<file path="src/rtl/heq_pkg.sv">
// Package: shared widths, mode codes and controller command types.
package heq_pkg;
  localparam int unsigned CountWidth = 25;
  localparam int unsigned Bins       = 256;
  localparam int unsigned BinWidth   = 8;
  localparam logic [CountWidth-1:0] CountMax = '1;

  typedef enum logic [1:0] {
    MODE_COUNT = 2'd0,
    MODE_REMAP = 2'd1,
    MODE_READ  = 2'd2,
    MODE_CLEAR = 2'd3
  } mode_e;

  typedef struct packed {
    logic [1:0] mode;
    logic [7:0] red;
    logic [7:0] green;
    logic [7:0] blue;
    logic [1:0] channel;
    logic [7:0] bin;
  } in_word_t;

  typedef struct packed {
    logic [7:0]            out_red;
    logic [7:0]            out_green;
    logic [7:0]            out_blue;
    logic [CountWidth-1:0] bin_count;
  } out_word_t;

  // Controller -> datapath commands.
  typedef struct packed {
    logic load;        // capture input word, start luma products
    logic clr_step;    // clear one luma and three output bins at idx_i
    logic hist_rd;     // read luma bin for count
    logic hist_wr;     // write incremented luma bin
    logic bld_rd;      // read luma bin at build index
    logic bld_div;     // start map division
    logic bld_wr;      // write map entry
    logic map_rd;      // read map at y
    logic div_start;   // start channel division (sel by div_ch)
    logic [1:0] div_ch;
    logic oh_rd;       // take finished quotient as result of channel div_ch
    logic oh_wr;       // write out hist bin
    logic rb_rd;       // readback read
    logic out_load_px;
    logic out_load_rb;
  } cmd_t;

  typedef struct packed {
    logic div_done;
    logic y_zero;
  } sts_t;
endpackage

</file>
<file path="src/rtl/heq_ctrl.sv">
// Controller: sequences clear sweep, count, table build, remap and readback.
module heq_ctrl (
  input  logic               clk_i,
  input  logic               rst_ni,
  input  logic               in_valid_i,
  output logic               in_ready_o,
  input  logic [1:0]         mode_i,
  output logic               out_valid_o,
  input  logic               out_ready_i,
  input  heq_pkg::sts_t      sts_i,
  output heq_pkg::cmd_t      cmd_o,
  output logic [7:0]         idx_o
);
  import heq_pkg::*;

  typedef enum logic [11:0] {
    S_CLR   = 12'b000000000001,
    S_IDLE  = 12'b000000000010,
    S_CNT   = 12'b000000000100,
    S_CNTW  = 12'b000000001000,
    S_BRD   = 12'b000000010000,
    S_BDIV  = 12'b000000100000,
    S_BWR   = 12'b000001000000,
    S_MAP   = 12'b000010000000,
    S_PDIV  = 12'b000100000000,
    S_OHR   = 12'b001000000000,
    S_OHW   = 12'b010000000000,
    S_OUT   = 12'b100000000000
  } state_e;

  state_e state_q, state_d;
  logic [7:0] idx_q, idx_d;
  logic [1:0] ch_q, ch_d;
  logic built_q, built_d;
  logic ov_q, ov_d;
  logic busy_div_q, busy_div_d;
  logic rb_q, rb_d;

  assign in_ready_o  = (state_q == S_IDLE) && !ov_q && !rb_q;
  assign out_valid_o = ov_q;
  assign idx_o       = idx_q;

  always_comb begin
    logic acc;
    acc        = in_valid_i && in_ready_o;
    state_d    = state_q;
    idx_d      = idx_q;
    ch_d       = ch_q;
    built_d    = built_q;
    busy_div_d = busy_div_q;
    rb_d       = 1'b0;
    ov_d       = ov_q && !out_ready_i;
    cmd_o      = '0;
    cmd_o.div_ch = ch_q;
    unique case (state_q)
      S_CLR: begin
        cmd_o.clr_step = 1'b1;
        idx_d = idx_q + 8'd1;
        if (idx_q == 8'd255) begin
          state_d = S_IDLE;
          built_d = 1'b0;
        end
      end
      S_IDLE: begin
        if (rb_q) begin
          cmd_o.out_load_rb = 1'b1;
          ov_d = 1'b1;
        end else if (acc) begin
          cmd_o.load = 1'b1;
          unique case (mode_i)
            MODE_COUNT: state_d = S_CNT;
            MODE_REMAP: begin
              state_d = built_q ? S_MAP : S_BRD;
              idx_d   = '0;
            end
            MODE_READ:  state_d = S_OUT;
            default: begin
              state_d = S_CLR;
              idx_d   = '0;
            end
          endcase
        end
      end
      S_CNT: begin
        cmd_o.hist_rd = 1'b1;
        state_d = S_CNTW;
      end
      S_CNTW: begin
        cmd_o.hist_wr = 1'b1;
        state_d = S_IDLE;
      end
      S_BRD: begin
        cmd_o.bld_rd = 1'b1;
        state_d = S_BDIV;
      end
      S_BDIV: begin
        if (!busy_div_q) begin
          cmd_o.bld_div = 1'b1;
          busy_div_d = 1'b1;
        end else if (sts_i.div_done) begin
          busy_div_d = 1'b0;
          state_d = S_BWR;
        end
      end
      S_BWR: begin
        cmd_o.bld_wr = 1'b1;
        idx_d = idx_q + 8'd1;
        if (idx_q == 8'd255) begin
          built_d = 1'b1;
          state_d = S_MAP;
        end else begin
          state_d = S_BRD;
        end
      end
      S_MAP: begin
        cmd_o.map_rd = 1'b1;
        ch_d = 2'd0;
        state_d = S_PDIV;
      end
      S_PDIV: begin
        if (sts_i.y_zero) begin
          state_d = S_OHR;
        end else if (!busy_div_q) begin
          cmd_o.div_start = 1'b1;
          busy_div_d = 1'b1;
        end else if (sts_i.div_done) begin
          cmd_o.oh_rd = 1'b1;
          busy_div_d = 1'b0;
          ch_d = ch_q + 2'd1;
          state_d = (ch_q == 2'd2) ? S_OHR : S_PDIV;
        end
      end
      S_OHR: begin
        // out histograms read at the final channel values
        state_d = S_OHW;
      end
      S_OHW: begin
        cmd_o.oh_wr = 1'b1;
        cmd_o.out_load_px = 1'b1;
        ov_d = 1'b1;
        state_d = S_IDLE;
      end
      S_OUT: begin
        cmd_o.rb_rd = 1'b1;
        rb_d = 1'b1;
        state_d = S_IDLE;
      end
      default: state_d = S_IDLE;
    endcase
  end

  always_ff @(posedge clk_i or negedge rst_ni) begin
    if (!rst_ni) begin
      state_q    <= S_CLR;
      idx_q      <= '0;
      ch_q       <= '0;
      built_q    <= 1'b0;
      ov_q       <= 1'b0;
      busy_div_q <= 1'b0;
      rb_q       <= 1'b0;
    end else begin
      state_q    <= state_d;
      idx_q      <= idx_d;
      ch_q       <= ch_d;
      built_q    <= built_d;
      ov_q       <= ov_d;
      busy_div_q <= busy_div_d;
      rb_q       <= rb_d;
    end
  end
endmodule

</file>
<file path="config.mk">
export PLATFORM = sky130hd
export DESIGN_NAME = heq_ctrl
export DESIGN_NICKNAME = d
export VERILOG_FILES = /design/src/rtl/heq_pkg.sv /design/src/rtl/heq_ctrl.sv
export SDC_FILE = /design/constraint.sdc
export NUM_CORES = 1
export LEC_CHECK = 0
export BUFFER_PORTS_ARGS = -buffer_cell sky130_fd_sc_hd__buf_2
export CORE_MARGIN = 5
export CORE_UTILIZATION = 50
export CTS_BUF_LIST = sky130_fd_sc_hd__clkbuf_8
export DETAILED_ROUTE_END_ITERATION = 6
export HOLD_SLACK_MARGIN = 0.03
export PLACE_DENSITY = 0.81
export SLEW_MARGIN = 10
export SYNTH_ARGS = -nofsm -noshare
export SYNTH_HDL_FRONTEND = slang
export SYNTH_SLANG_ARGS = --single-unit
</file>
<file path="constraint.sdc">
create_clock -name clk_i -period 2.6 [get_ports clk_i]
set_input_delay 0.13 -clock clk_i [delete_from_list [all_inputs] [get_ports clk_i]]
set_output_delay 0.13 -clock clk_i [all_outputs]
set_load 0.03 [all_outputs]
</file>
**Word-level counts from Yosys, hierarchy flattened**

Index checks and enable logic that the tools add are counted.

- Bits in writable memories: 0
- Flip-flop bits (word level): 26
- Memory bits (read-only): 0
- Memories: 0
- Logic and storage cells: 107
- Latch bits: 0

- Multiplexer cells: 51
- Bitwise logic cells: 0
- Shift operators: 0
- Multiply operators: 0
- Equal/unequal tests: 28
- $add $sub $neg: 2
- Div/mod/pow operators: 0
- Order comparisons: 0
- Reduce and logical (&&, ||, !) cells: 19

Operators by type and width:

| kind | number |
|---|---|
| $pmux W12 S9 | 1 |
| $mux W12 | 8 |
| $mux W8 | 5 |
| $pmux W12 S3 | 1 |
| $mux W1 | 27 |
| $ne A2 B2 Y1 const B | 10 |
| $pmux W8 S2 | 1 |
| $eq A12 B1 Y1 const B | 1 |
| $eq A12 B10 Y1 const B | 1 |
| $eq A12 B11 Y1 const B | 1 |
| $eq A12 B12 Y1 const B | 1 |
| $eq A12 B2 Y1 const B | 1 |
| $eq A12 B3 Y1 const B | 1 |
| $eq A12 B4 Y1 const B | 1 |
| $eq A12 B5 Y1 const B | 1 |
| $eq A12 B6 Y1 const B | 1 |
| $eq A12 B7 Y1 const B | 1 |
| $eq A12 B8 Y1 const B | 1 |
| $eq A12 B9 Y1 const B | 1 |
| $mux W10 | 1 |
| $add A8 B1 Y8 const B | 1 |
| $eq A8 B8 Y1 const B | 1 |
| $reduce_and A4 Y1 | 2 |
| $reduce_bool A2 Y1 | 4 |
| 14 further kinds | 26 |

**Depth between registers and ports, before layout**

Gate-level depths: netlist (run 1).

- Depth in word-level cells: 7
- Mapped depth: 8

**Worst setup path after synthesis (run 1)**

No wires, ideal clock.

- Path type: flip-flop to flip-flop
- From: register state_q[5]
- To: register ch_q[0]
- Arrival: 2.734 ns
- Cell stages (with the launch flop): 8
- Library setup time: 0.069 ns
- Buffers on the path: 3
- Setup slack: -0.203 ns
- Cell sequence: dfrtp_1 buf_6 or4_4 buf_6 or4_1 buf_2 nor3_1 mux2_4

- Word-level cells in the longest chain between the ends: 3

Ends and longest elaborated chain:

| what | line | source |
|---|---|---|
| start, declared | heq_ctrl.sv:31 | `state_e state_q, state_d;` |
| start signal, assigned | heq_ctrl.sv:162 | `state_q <= state_d;` |
| $eq A12 B9 Y1 or $eq A12 B8 Y1 (tied branches) | heq_ctrl.sv:55 | `unique case (state_q)` |
| $ne A2 B2 Y1 (no source line) or $reduce_bool A2 Y1 (tied branches) | -- |  |
| $reduce_and A4 Y1 (no source line) | -- |  |
| end signal, assigned | heq_ctrl.sv:164 | `ch_q <= ch_d;` |
| end, declared | heq_ctrl.sv:33 | `logic [1:0] ch_q, ch_d;` |

Parallel ways exist; a longest one is shown, timed or not.
A chain may end at the register's enable or synchronous reset.

==> impl_metrics.json, run 1 <==
{
  "ys_async_sr_fraction_pct": 100,
  "htree_levels": 1,
  "finalNetCount": 208,
  "n_fill_cell": 247,
  "outcome": "finished clean",
  "clkSlewWorstSetupHoldPaths_ns": 0.09,
  "diodes": 0,
  "cp.arrival_ns": 2.35,
  "fin_tns_setup_ns": 0,
  "final_common_cell": "buf_2",
  "setup_violations": 0,
  "synth_edf_count": 0,
  "rr_endpoint": "state_q[9]",
  "startpoint": "state_q[9]",
  "drive_gt1_share_pct": 27.9,
  "fp.dieW_um": 65.3,
  "rr_startpoint": "state_q[9]",
  "firstDrtPassIters": 4,
  "core_area_um2": 3000,
  "syn_inst": 163,
  "via_count": 1422,
  "cp-start-kind": "flop",
  "period_share_pct": 95.3,
  "worst_slew_pin_slew_ns": 0.579,
  "drtIter0Drc": 52,
  "cts_tree": "done",
  "clock_latency_ns": 0.28,
  "leakage_nw": 0.933,
  "ioPinCount": 34,
  "die-height_um": 65.3,
  "antenna_found_initial": 0,
  "dpl-instance-area_um2": 1720,
  "endpoint_kind": "output pin",
  "hp-class": "input pin to flop",
  "synth_flop_cell": "dfrtp_1",
  "drv_cap": 0,
  "synth_nets": 173,
  "die-area_um2": 4270,
  "yosysWarnings": 0,
  "fmax_ghz": 0.404,
  "powerDensity_nw_per_um2": 934,
  "seq_area_frac_synth_pct": 42.6,
  "clock_sinks": 26,
  "finalCriticalPeriod_ns": 2.48,
  "drc_errors": 0,
  "grt_pass1_wl_mm": 6.37,
  "routabilityCongestion": 0.912,
  "cp-endpoint": "cmd_o[12]",
  "critPathRequiredTime_ns": 2.47,
  "track_usage_pct": 18.8,
  "layout_common_cells": "buf_2 (33), dfrtp_1 (25), nor2_1 (19), nand2_1 (14), nand3_1 (8)",
  "grt_overflow_total": 0,
  "totalWireLength_mm": 3.70,
  "critPathMaxFanout": 7,
  "r2r_slack_ns": 0.26,
  "finalClockSkew_ns": 0.00161,
  "vias_per_cell": 6.18,
  "syn_avg_cell_area_um2": 9.40,
  "clock_path_buffers": 2,
  "ys_ff_latch": 26,
  "start_util_pct": 51.0,
  "drtAntennaViolNets": 0,
  "grt_max_degree": 27,
  "hold_viol_final": 0,
  "cts-root-buf": "clkbuf_8",
  "worst_hold_slack_ns": 0.0734,
  "port_buffers": 33,
  "slew_viol_final": 0,
  "grt_pass1_vias": 1413,
  "syn2layout_area_growth_pct": 18.4,
  "critPathKind": "flop to output pin",
  "cts_setup_buffers": 0,
  "relSlewSlack_pct": 61.4,
  "fin_area_um2": 1810,
  "rsz0062_at_grt": "false",
  "vdd_drop_max_mv": 0.508,
  "ys_types": 51,
  "cts_buffers": 3,
  "wl_per_cell_um": 16.1,
  "dp_hpwl_mm": 2.74,
  "synth_area_um2": 1530,
  "rows": 20,
  "reg2reg_depth": 5
}
## power breakdown
group	switching (mW)	internal, mW	total (mW)
registers	0.0862	0.479	0.565
clock network	0.137	0.206	0.343
logic	0.495	0.290	0.785
total	0.718	0.975	1.69
## cell families (layout without fill, tap and decap cells)
group	Yosys count	in the layout	share of synthesized area (%)
AO/OA/AOI/OAI	26	26	12.4
XOR/XNOR	5	5	2.86
buffers and inverters	16	50	5.88
flip-flops	26	26	42.6
AND/OR/NAND/NOR	84	84	31.5
adder cells (fa/ha/maj)	2	2	1.63
multiplexers	4	4	3.10
## sequential cells by signal, indices dropped and copies added (netlist names)
| signal | flops |
|---|---|
| idx_o | 8 |
| rb_q | 1 |
| built_q | 1 |
| out_valid_o | 1 |
| state_q | 12 |
| busy_div_q | 1 |
| ch_q | 2 |
## final cells by class
type                    instances  area, um^2  share of cell area [%]
multi-input cells             121         806                    44.4
well taps                      33        41.3                    2.28
inverters                       6        22.5                    1.24
clock buffers                   3        41.3                    2.28
flip-flops and latches         26         652                    36.0
clock inverters                 1        30.0                    1.66
repair buffers                 40         220                    12.1
## per-layer routing
layer	up-vias	GRT usage [%]	share of wire, %
met5	-	0	0
met4	0	6.99	2.5
met3	13	2.91	6.2
met2	58	31.9	47
met1	676	24.0	44
li1	675	-	-
## repair_timing
action / in CTS / in global routing
hold endpoints to repair: 25 / 0
gates resized for setup: 0 / 3
hold buffers: 1 / 0
endpoints found under the setup margin: 0 / 3
## synthesized netlist by cell type (all sizes together), types with 3 or more instances
library cell,count,area [um^2]
dfrtp,25,626
nor2,19,71.3
nand2,14,52.6
nand3,8,40.0
buf,7,55.1
nor4b,7,61.3
or4,7,56.3
inv,6,22.5
nor3,6,30.0
nor4,6,43.8
a21oi,4,20.0
a21o,3,22.5
clkbuf,3,12.5
mux2,3,37.5
o21ai,3,15.0
o31ai,3,22.5
xnor2,3,26.3
## stage by stage
stage | util (%) | total power, mW | setup WS (ns) | std cells
after floorplan | - | 1.11 | 0.0886 | 163
after global placement | 57.3 | 1.30 | 0.249 | 225
after detailed placement | 57.3 | 1.33 | 0.194 | 225
after CTS | 60.0 | 1.67 | 0.0248 | 230
after global routing | 60.4 | 1.79 | 0.0218 | 230
final | 60.4 | 1.69 | 0.122 | 230
## worst max-delay path, stage by stage (launching register included)
cell and delay (ns):
dfrtp_1 0.47, or4_4 0.60, or4_1 0.58, nor3b_1 0.20
buf_2 0.23
## how the worst min path moves through the flow
stage | depth (start not counted) | slack, ns | end | startpoint
final | 2 | 0.07 | state_q[2] | mode_i[1]
after global routing | 2 | 0.08 | state_q[2] | mode_i[1]
after CTS | 2 | 0.07 | state_q[2] | mode_i[1]
after detailed placement | 1 | 0.16 | ch_q[0] | rst_ni
after global placement | 1 | 0.16 | ch_q[1] | rst_ni
after floorplan | 0 | -0.17 | built_q | rst_ni
Note: power is estimated with default switching activity, not from simulation.
==> run 2: changes to the inputs <==
CTS_CLUSTER_DIAMETER = 120   (was not set)
REMOVE_ABC_BUFFERS = 1   (was not set)
==> impl_metrics.json, run 2 (synthesis gave the netlist of run 1 again) <==
{
  "outcome": "finished clean",
  "rr_startpoint": "state_q[5]",
  "pwr-share-comb_pct": 45.9,
  "leakage_nw": 0.927,
  "endpoint_kind": "output pin",
  "fp.dieW_um": 65.3,
  "layout_common_cells": "buf_2 (31), dfrtp_1 (25), nor2_1 (19), nand2_1 (14), nand3_1 (8)",
  "track_usage_pct": 18.9,
  "grt_pass1_vias": 1412,
  "die-height_um": 65.3,
  "critPathMaxFanout": 9,
  "core_area_um2": 3000,
  "reg2reg_depth": 4,
  "hold_viol_final": 0,
  "pwr-share-clk_pct": 20.1,
  "finalCoreUtilization_pct": 60.1,
  "powerDensity_nw_per_um2": 934,
  "finalClockSkew_ns": 0.00777,
  "syn2layout_area_growth_pct": 17.9,
  "period_share_pct": 97.4,
  "hp-class": "input pin to flop",
  "path_cells": "or4_4 -> or4_4 -> nor3_1 -> buf_4",
  "netSwitchingFraction_pct": 42.3,
  "cts_tree": "done",
  "cp_slowest_stage_delay_ns": 0.60,
  "finalCriticalPeriod_ns": 2.53,
  "p_switching_uw": 713,
  "totalWireLength_mm": 3.69,
  "cp-endpoint": "cmd_o[4]",
  "startpoint": "state_q[5]",
  "cts-root-buf": "clkbuf_8",
  "start_util_pct": 51.0,
  "cp.arrival_ns": 2.40,
  "via_count": 1425,
  "finalNetCount": 207,
  "clkSlewWorstSetupHoldPaths_ns": 0.10,
  "multi_input_area_um2": 801,
  "routabilityCongestion": 0.983,
  "wl_per_cell_um": 16.1,
  "vdd_drop_max_mv": 0.388,
  "fin_tns_setup_ns": 0,
  "largest_reg_flops": 12,
  "worst_hold_slack_ns": 0.0882,
  "r2r_slack_ns": 0.27,
  "critPathRequiredTime_ns": 2.47,
  "vias_per_cell": 6.22,
  "drc_errors": 0,
  "dp_hpwl_mm": 2.75,
  "drive_gt1_share_pct": 27.0,
  "setup_violations": 0,
  "rr_endpoint": "ch_q[0]",
  "sequentialPowerShare_pct": 33.9,
  "firstDrtPassIters": 4,
  "rows": 20,
  "final_common_cell": "buf_2",
  "die-area_um2": 4270,
  "grt_overflow_total": 0,
  "crit_slowest_cell": "or4_4",
  "n_fill_cell": 257,
  "cts_buffers": 3,
  "crit_top_cell": "or4_4",
  "critPathKind": "flop to output pin",
  "cp-start-kind": "flop",
  "regArea_um2": 652,
  "drtIter0Drc": 78,
  "clock_latency_ns": 0.28,
  "worst_slew_pin_slew_ns": 0.586,
  "cts_setup_buffers": 0,
  "fmax_ghz": 0.395,
  "slew_viol_final": 0,
  "grt_max_degree": 27,
  "drv_cap": 0,
  "clock_path_buffers": 2,
  "clock_sinks": 26,
  "grt_pass1_wl_mm": 6.46,
  "htree_levels": 1,
  "antenna_found_initial": 0,
  "power.internal_uw": 972,
  "drtAntennaViolNets": 0,
  "port_buffers": 33,
  "top_register": "state_q",
  "total_power_mw": 1.69,
  "ioPinCount": 34,
  "relSlewSlack_pct": 60.9,
  "diodes": 0
}
==> run 2: cell types whose count changed in the layout (fill, tap and decap cells not counted), sizes merged <==
cell / previous run / this run
buf: 39 / 38
==> run 2: power by group through the flow <==
stage	Combinational [mW]	Clock (mW)	Sequential (mW)
floorplan	0.454	0	0.626
global placement	0.731	0	0.567
global route	0.842	0.360	0.586
detailed placement	0.748	0	0.575
finish	0.774	0.339	0.572
CTS	0.754	0.349	0.567
==> run 2: critical path, delay by kind of cell (launching register included) <==
kind / cells / cell delay (ns)
AND/OR/NAND/NOR: 3 / 1.43
flip-flops: 1 / 0.49
buffers and inverters: 1 / 0.22
==> run 2: timing repair <==
action	CTS	global route
hold buffers	1	0
hold endpoints to repair	25	0
setup endpoints to repair	1	2
gates resized for setup	1	4
==> run 2: metal layers <==
layer | vias up | wire length, um | track usage (%)
li1 | 673 | - | -
met1 | 684 | 1570 | 24.5
met2 | 56 | 1840 | 31.2
met3 | 12 | 169 | 1.71
met4 | 0 | 110 | 9.59
met5 | - | 0 | 0
==> run 2: metrics by stage <==
stage / setup slack [ns] / area [um^2] / cells
floorplan: -0.101 / 1460 / 153
CTS: 0.0454 / 1790 / 229
finish: 0.0676 / 1810 / 229
global placement: 0.256 / 1710 / 224
detailed placement: 0.182 / 1710 / 224
global route: -0.0183 / 1810 / 229
==> run 2: cell type report <==
type / count / share of cell area [%]
timing repair buffer: 39 / 12.1
clock inverter: 1 / 1.66
inverter: 6 / 1.25
sequential: 26 / 36.1
tap: 33 / 2.29
multi-input combinational: 121 / 44.4
clock buffer: 3 / 2.29
==> run 2: worst min path at each step <==
stage	slack, ns	end	start	depth (start not counted)
global placement	0.16	ch_q[0]	rst_ni	1
CTS	0.08	state_q[2]	mode_i[1]	2
global route	0.09	state_q[2]	mode_i[1]	2
floorplan	-0.17	built_q	rst_ni	0
detailed placement	0.17	busy_div_q	rst_ni	1
finish	0.09	state_q[2]	mode_i[1]	2
==> run 3: changes to the inputs <==
PLACE_DENSITY = 0.75   (was 0.81)
==> impl_metrics.json, run 3 (synthesis gave the netlist of run 1 again) <==
{
  "wl_per_cell_um": 16.3,
  "hold_viol_final": 0,
  "worst_hold_slack_ns": 0.0790,
  "vdd_drop_max_mv": 0.533,
  "grt_max_degree": 27,
  "core_area_um2": 3000,
  "cp_slowest_stage_delay_ns": 0.64,
  "critPathRequiredTime_ns": 2.47,
  "hold_start": "mode_i[0]",
  "finalCoreUtilization_pct": 60.3,
  "power.internal_uw": 966,
  "firstDrtPassIters": 4,
  "grt_pass1_wl_mm": 6.11,
  "layout_common_cells": "buf_2 (32), dfrtp_1 (25), nor2_1 (19), nand2_1 (14), nand3_1 (8)",
  "diodes": 0,
  "worst_slew_pin_slew_ns": 0.594,
  "grt_overflow_total": 0,
  "final_common_cell": "buf_2",
  "htree_levels": 1,
  "hp-class": "input pin to flop",
  "top_register": "state_q",
  "port_buffers": 33,
  "totalWireLength_mm": 3.74,
  "rsz0062_at_grt": "false",
  "grt_pass1_vias": 1338,
  "period_share_pct": 95.1,
  "drive_gt1_share_pct": 27.4,
  "drv_cap": 0,
  "critPathKind": "flop to output pin",
  "hold_depth": 2,
  "pwr-share-comb_pct": 45.9,
  "dp_cells": 225,
  "antenna_found_initial": 0,
  "critPathMaxFanout": 6,
  "p_switching_uw": 712,
  "rows": 20,
  "cp-start-kind": "flop",
  "track_usage_pct": 18.2,
  "cts_setup_buffers": 0,
  "leakage_nw": 0.932,
  "ioPinCount": 34,
  "layout.cells.non_filler": 230,
  "drtIter0Drc": 68,
  "clkSlewWorstSetupHoldPaths_ns": 0.10,
  "path_cells": "or4_1 -> or4_4 -> nor3_2 -> buf_4",
  "rr_endpoint": "ch_q[0]",
  "clock_sinks": 26,
  "vias_per_cell": 5.99,
  "n_fill_cell": 278,
  "die-area_um2": 4270,
  "critPathTopFamily": "simple AND/OR/NAND/NOR gates",
  "r2r_slack_ns": 0.24,
  "reg2reg_depth": 4,
  "drc_errors": 0,
  "finalNetCount": 208,
  "finalClockSkew_ns": 0.00735,
  "drtAntennaViolNets": 0,
  "crit_slowest_cell": "or4_1",
  "sequentialPowerShare_pct": 33.6,
  "clock_path_buffers": 2,
  "clock_latency_ns": 0.28,
  "finalCriticalPeriod_ns": 2.47,
  "cts-root-buf": "clkbuf_8",
  "rr_startpoint": "state_q[3]",
  "holdPathEnd": "state_q[11]",
  "total_power_mw": 1.68,
  "dp_hpwl_mm": 2.85,
  "cp_num_buf_inv": 1,
  "outcome": "finished clean",
  "fin_tns_setup_ns": 0,
  "die-height_um": 65.3,
  "start_util_pct": 51.0,
  "relSlewSlack_pct": 60.4,
  "slew_viol_final": 0,
  "cts_tree": "done",
  "syn2layout_area_growth_pct": 18.3,
  "endpoint_kind": "output pin",
  "routabilityCongestion": 0.831,
  "fp.dieW_um": 65.3,
  "fmax_ghz": 0.405,
  "via_count": 1377,
  "powerDensity_nw_per_um2": 927,
  "largest_reg_flops": 12,
  "setup_violations": 0,
  "cts_buffers": 3,
  "cp.arrival_ns": 2.34,
  "pwr-share-clk_pct": 20.4,
  "netSwitchingFraction_pct": 42.4
}
## run 3: cell count changes in the layout (fill, tap and decap cells not counted), sizes merged
cell	previous run	this run
buf	38	39
## run 3: worst reg2reg max path, cell delays in order (launching register included)
cell	delay (ns)
dfrtp_1	0.43
or4_1	0.64
or4_4	0.61
o31a_1	0.32
mux2_4	0.26
## run 3: power by group through the flow
stage	Sequential, mW	Combinational [mW]	Clock [mW]
finish	0.565	0.771	0.343
global route	0.578	0.835	0.365
CTS	0.564	0.770	0.348
detailed placement	0.572	0.762	0
global placement	0.564	0.749	0
floorplan	0.626	0.454	0
## run 3: final cells by class
class	count	area [um^2]	area share, %
tap	33	41.3	2.28
inverter	6	22.5	1.24
clock inverter	1	30.0	1.66
multi-input combinational	121	802	44.3
sequential	26	652	36.0
clock buffer	3	41.3	2.28
timing repair buffer	40	223	12.3
## run 3: how the worst max path moves through the flow
stage                     slack [ns]  startpoint       end  cells after the start
after floorplan                -0.10  state_q[3]   ch_q[0]                      4
final                           0.13  state_q[3]  cmd_o[4]                      4
after global routing            0.04  state_q[3]  cmd_o[7]                      4
after CTS                       0.04  state_q[3]  cmd_o[4]                      4
after detailed placement        0.19  state_q[3]   ch_q[0]                      4
after global placement          0.26  state_q[3]   ch_q[0]                      4
## run 3: metal layers
layer	part of all wire, %	wire [um]	GRT usage, %
met1	45	1700	23.8
met2	48	1790	29.8
met3	4.8	180	2.74
met4	1.9	70	7.51
met5	0	0	0
## run 3: metrics by stage
step           instance area [um^2]  setup WS (ns)
2_1_floorplan                  1460         -0.101
4_1_cts                        1800         0.0373
6_report                       1810          0.128
3_3_place_gp                   1720          0.262
5_1_grt                        1810         0.0405
3_5_place_dp                   1720          0.190
## run 3: timing repair
item,4_1_cts,5_1_grt
cloned,0,0
endpoints found under the hold margin,25,0
resized for setup,1,3
hold buffers,1,0
setup endpoints to repair,1,2
